**src/hdl/jdpd_pkg.sv**
```systemverilog
`timescale 1ns / 1ps

package jdpd_pkg;

  localparam logic [7:0]  OP_RAW   = 8'd0;
  localparam logic [7:0]  OP_EPOCH = 8'd1;
  localparam logic [7:0]  OP_BIN   = 8'd2;
  localparam logic [7:0]  OP_BCD   = 8'd3;

  localparam logic [22:0] REFORM_DAY      = 23'd2299161;
  localparam logic [31:0] EPOCH_DAY       = 32'd2451911;
  localparam logic [9:0]  TICK_MULT_RESET = 10'd675;

  // Reciprocal constants: floor(2^S / divisor), one correction step after each
  localparam logic [8:0]  ALPHA_RECIP = 9'd293;        // 3652425, S = 30
  localparam logic [11:0] HOUR_RECIP  = 12'd2330;      // 3600, S = 23
  localparam logic [21:0] DOW_RECIP   = 22'd2396745;   // 7, S = 24
  localparam logic [14:0] CENT_RECIP  = 15'd29397;     // 36525, S = 30
  localparam logic [6:0]  MIN_RECIP   = 7'd68;         // 60, S = 12
  localparam logic [19:0] MONTH_RECIP = 20'd540000;    // 10000 * 54, 306001, S = 24
  localparam logic [27:0] DAYS_RECIP  = 28'd256428838; // 306001 * 838, 10000, S = 23
  localparam logic [9:0]  YEAR_RECIP  = 10'd655;       // 100, S = 16

  typedef struct packed {
    logic [7:0]         op;
    logic [22:0]        jd;
    logic [22:0]        secs;
    logic               ge;
    logic [29:0]        x1;
    logic [7:0]         alpha;
    logic [11:0]        hour;
    logic [11:0]        rem;
    logic [20:0]        dq;
    logic [2:0]         dow;
    logic [23:0]        b;
    logic [29:0]        x2;
    logic [14:0]        c;
    logic [5:0]         minute;
    logic [5:0]         second;
    logic [9:0]         w;
    logic [4:0]         e;
    logic [9:0]         t;
    logic [3:0]         month;
    logic signed [15:0] year;
    logic [9:0]         day;
    logic               neg;
    logic [15:0]        ym;
    logic [11:0]        cmag;
    logic [6:0]         ymag;
  } pipe_t;

  typedef struct packed {
    logic [31:0] date_word;
    logic [31:0] time_word;
  } result_t;

  // (v / 10) * 16 + v % 10 for a 12-bit value
  function automatic logic [15:0] bcd12(input logic [11:0] v);
    logic [20:0] p;
    logic [8:0]  q;
    logic [11:0] r;
    p = 21'(v) * 21'd409;
    q = p[20:12];
    r = v - 12'(q) * 12'd10;
    if (r >= 12'd10) begin
      q = q + 9'd1;
      r = r - 12'd10;
    end
    return 16'({q, 4'b0000}) + 16'(r);
  endfunction

endpackage

```
**src/hdl/jdpd_fmt.sv**
```systemverilog
`timescale 1ns / 1ps

module jdpd_fmt (
  input  jdpd_pkg::pipe_t   st,
  output jdpd_pkg::result_t res
);
  import jdpd_pkg::*;

  logic [31:0] y32;
  logic [31:0] bc, by, bm, bd, bh, bn, bs;
  logic [31:0] bin_date, bin_time, bcd_date, bcd_time;

  always_comb begin
    y32 = {{16{st.year[15]}}, st.year};
    bin_date = ((((y32 << 4) + 32'(st.month)) << 8) + 32'(st.day)) << 4;
    bin_date = bin_date + 32'(st.dow);
    bin_time = (((32'(st.hour) << 8) + 32'(st.minute)) << 8) + 32'(st.second);

    // negative years carry the sign into both century and year bytes
    bc = 32'(bcd12(st.cmag));
    by = 32'(bcd12(12'(st.ymag)));
    if (st.neg) begin
      bc = -bc;
      by = -by;
    end
    bm = 32'(bcd12(12'(st.month)));
    bd = 32'(bcd12(12'(st.day)));
    bh = 32'(bcd12(st.hour));
    bn = 32'(bcd12(12'(st.minute)));
    bs = 32'(bcd12(12'(st.second)));
    bcd_date = (((((bc << 8) | by) << 8) | bm) << 8) | bd;
    bcd_time = (((bh << 8) | bn) << 8) | bs;

    unique case (st.op)
      OP_RAW: begin
        res.date_word = 32'(st.jd);
        res.time_word = 32'(st.secs);
      end
      OP_BIN: begin
        res.date_word = bin_date;
        res.time_word = bin_time;
      end
      OP_BCD: begin
        res.date_word = bcd_date;
        res.time_word = bcd_time;
      end
      default: begin
        res.date_word = 32'(st.jd) - EPOCH_DAY;
        res.time_word = 32'(st.secs);
      end
    endcase
  end

endmodule

```
**config.mk**
```make
export PLATFORM = sky130hd
export DESIGN_NAME = jdpd_fmt
export DESIGN_NICKNAME = d
export VERILOG_FILES = /design/src/hdl/jdpd_pkg.sv /design/src/hdl/jdpd_fmt.sv
export SDC_FILE = /design/constraint.sdc
export NUM_CORES = 1
export LEC_CHECK = 0
export BUFFER_PORTS_ARGS = -buffer_cell sky130_fd_sc_hd__buf_2
export CELL_PAD_IN_SITES_DETAIL_PLACEMENT = 2
export CELL_PAD_IN_SITES_GLOBAL_PLACEMENT = 2
export CORE_ASPECT_RATIO = 1.4
export CORE_MARGIN = 2
export CORE_UTILIZATION = 33
export DETAILED_ROUTE_END_ITERATION = 8
export MAX_ROUTING_LAYER = met4
export PLACE_DENSITY = 0.92
export SYNTH_ARGS = -nofsm -noshare
export SYNTH_HDL_FRONTEND = slang
export SYNTH_SLANG_ARGS = --single-unit
```
**constraint.sdc**
```tcl
create_clock -name vclk -period 25.1
set_input_delay 6.275 -clock vclk [all_inputs]
set_output_delay 6.275 -clock vclk [all_outputs]
set_load 0.01 [all_outputs]
```
==> results.py <==
metrics = {
    "outcome": {
        "outcome": "complete, no violations",
    },
    "route": {
        "wl_per_cell_um": 21.3,
        "drt_iter0_drc": 504,
        "routed_via_density": 5.53,
        "vias": 15200,
        "drc": 0,
        "wl_mm": 58.4,
        "drt_pass1_iterations": 6,
        "postRouteAntennaNets": 0,
    },
    "finish": {
        "clock_buffer_count": 0,
        "drive_above_1_share": 0.112,
        "area_delta_synth_final_pct": 10.7,
        "fin_nets": 2927,
        "sequential_cell_total": 0,
        "fillers": 5407,
        "area.sequential_um2": 0,
        "finish.utilization": 0.371,
    },
    "timing": {
        "hold-worst-slack_ns": 12.83,
        "min_period_over_period": 0.936,
        "min_period_ns": 23.49,
        "drv_slew": 0,
        "max_clock_freq_mhz": 42.6,
        "rsz0062_at_grt": "no",
        "slew_headroom": 0.267,
        "hold_viol_final": 0,
        "worst_pin_slew_ns": 1.09,
        "finalSetupTns_ns": 0,
        "setup_violations": 0,
    },
    "synth": {
        "syn_area_um2": 15500,
        "yosys_warnings": 0,
        "synth_cells": 1955,
        "yosysSeqAreaShare": 0,
        "syn_area_per_cell_um2": 7.92,
        "synth_cell_type_count": 88,
    },
    "clock_tree": {
        "ctsHoldBuffers": 0,
        "cts_resized": 0,
        "cts_setup_buffers": 0,
    },
    "grt": {
        "grtUsageTotal": 0.246,
        "grt_pass1_wl_mm": 95.1,
        "grt_overflow": 0,
        "grt_max_degree": 73,
        "grt_pass1_vias": 18000,
        "antenna_found_initial": 3,
    },
    "setup_path": {
        "cp_max_fo": 10,
        "required_ns": 18.82,
        "cp_data_arrival_time_ns": 17.22,
        "path_common_cell": "ha_1",
        "worst-setup-path-type": "primary input to output pin",
        "end_kind": "output pin",
        "start_kind": "primary input",
        "slowest_delay_ns": 0.57,
        "slowest_stage": "fa_1",
    },
    "floorplan": {
        "core-area_um2": 46200,
        "dieWidth_um": 187,
        "die-area_um2": 48700,
        "pin_count": 377,
        "fp.dieH_um": 260,
        "start_util": 0.335,
        "rows": 93,
    },
    "run": {
        "drv_cap": 0,
    },
    "place": {
        "place_hpwl_mm": 52.4,
        "gp_congestion": 0.899,
        "io_buffers": 193,
    },
    "hold_path": {
        "hold_path.class": "primary input to output pin",
        "hold_start": "st[259]",
        "holdPathEnd": "res[0]",
        "holdPathStages": 4,
    },
}
worst max-delay path by stage:
stage	to	slack [ns]	start	depth (start not counted)
final	res[28]	1.61	st[214]	41
after global routing	res[28]	0.99	st[214]	41
after CTS	res[28]	1.65	st[214]	41
after detailed placement	res[28]	1.67	st[214]	41
after global placement	res[28]	2.46	st[214]	41
after floorplan	res[28]	3.70	st[214]	39
cell families (layout without fill, tap and decap cells):
family / Yosys count / after routing / synth area share
AO/OA/AOI/OAI: 437 / 437 / 0.185
other: 1 / 5 / 0.000242
multiplexers: 28 / 28 / 0.0193
AND/OR/NAND/NOR: 486 / 486 / 0.158
adder cells (fa/ha/maj): 491 / 491 / 0.442
XOR/XNOR: 212 / 212 / 0.121
buffers and inverters: 300 / 465 / 0.0740
layer usage:
layer / GRT usage / routed length [um] / share of wire / up-vias
met1: 0.254 / 22400 / 0.38 / 7599
met5: - / 0 / 0 / -
met2: 0.492 / 32400 / 0.55 / 290
met3: 0.0130 / 1380 / 0.024 / 113
met4: 0.0798 / 2230 / 0.038 / 0
li1: - / - / - / 7166
through the flow:
step | area [um2] | setup slack [ns] | cells
2_1_floorplan | 15500 | 3.70 | 1956
3_3_place_gp | 17100 | 2.46 | 2738
3_5_place_dp | 17100 | 1.67 | 2738
4_1_cts | 17100 | 1.65 | 2738
5_1_grt | 17100 | 0.991 | 2741
6_report | 17100 | 1.61 | 2741
placed cells by master (no fill, tap or decap), types with 10 or more instances in the layout:
cell type | synthesis | routed
ha_1 | 397 | 397
inv_1 | 266 | 266
buf_2 | 0 | 193
xnor2_1 | 128 | 128
a21oi_1 | 120 | 120
nor2_1 | 120 | 119
nand2_1 | 111 | 110
fa_1 | 94 | 94
o21ai_0 | 93 | 93
xor2_1 | 83 | 83
a21o_1 | 48 | 48
nor3_1 | 47 | 47
nor2b_1 | 39 | 39
nand3_1 | 37 | 37
o21a_1 | 26 | 26
nand2b_1 | 24 | 24
mux2i_1 | 19 | 19
o211ai_1 | 17 | 17
and3_1 | 16 | 16
or3_1 | 16 | 16
o21bai_1 | 15 | 15
nand4_1 | 13 | 13
or2_2 | 12 | 12
a211oi_1 | 11 | 11
and2_1 | 11 | 11
o31ai_1 | 10 | 10
layout make-up:
cell class,instances,area (um2),share of cell area
timing repair buffer,199,1010,0.0590
tap,617,772,0.0451
antenna,3,7.51,0.000438
inverter,266,998,0.0583
multi-input combinational,1656,14300,0.837
critical path: cells and delay by family:
family                     cells  cell delay (ns)
adders and majority gates     10             3.92
AOI/OAI and AO/OA             15             3.54
and+or+nand+nor                6             1.66
xor gates and xnor gates       5             1.19
buffers and inverters          5             0.61
cells in the mapped netlist (16+ instances only):
library cell	count	area, um2
o211ai_1	17	128
a21oi_1	120	601
nor2_1	120	450
nand2_1	111	417
or3_1	16	100
mux2i_1	19	190
inv_1	266	998
nand2b_1	24	150
nor2b_1	39	244
clkbuf_1	27	101
a21o_1	48	360
o21a_1	26	195
and3_1	16	100
o21ai_0	93	465
ha_1	397	4970
fa_1	94	1880
xor2_1	83	727
nor3_1	47	235
xnor2_1	128	1120
nand3_1	37	185
Power is not shown: default switching activity piles up to over one toggle a cycle in this logic, so the estimate is an artifact.
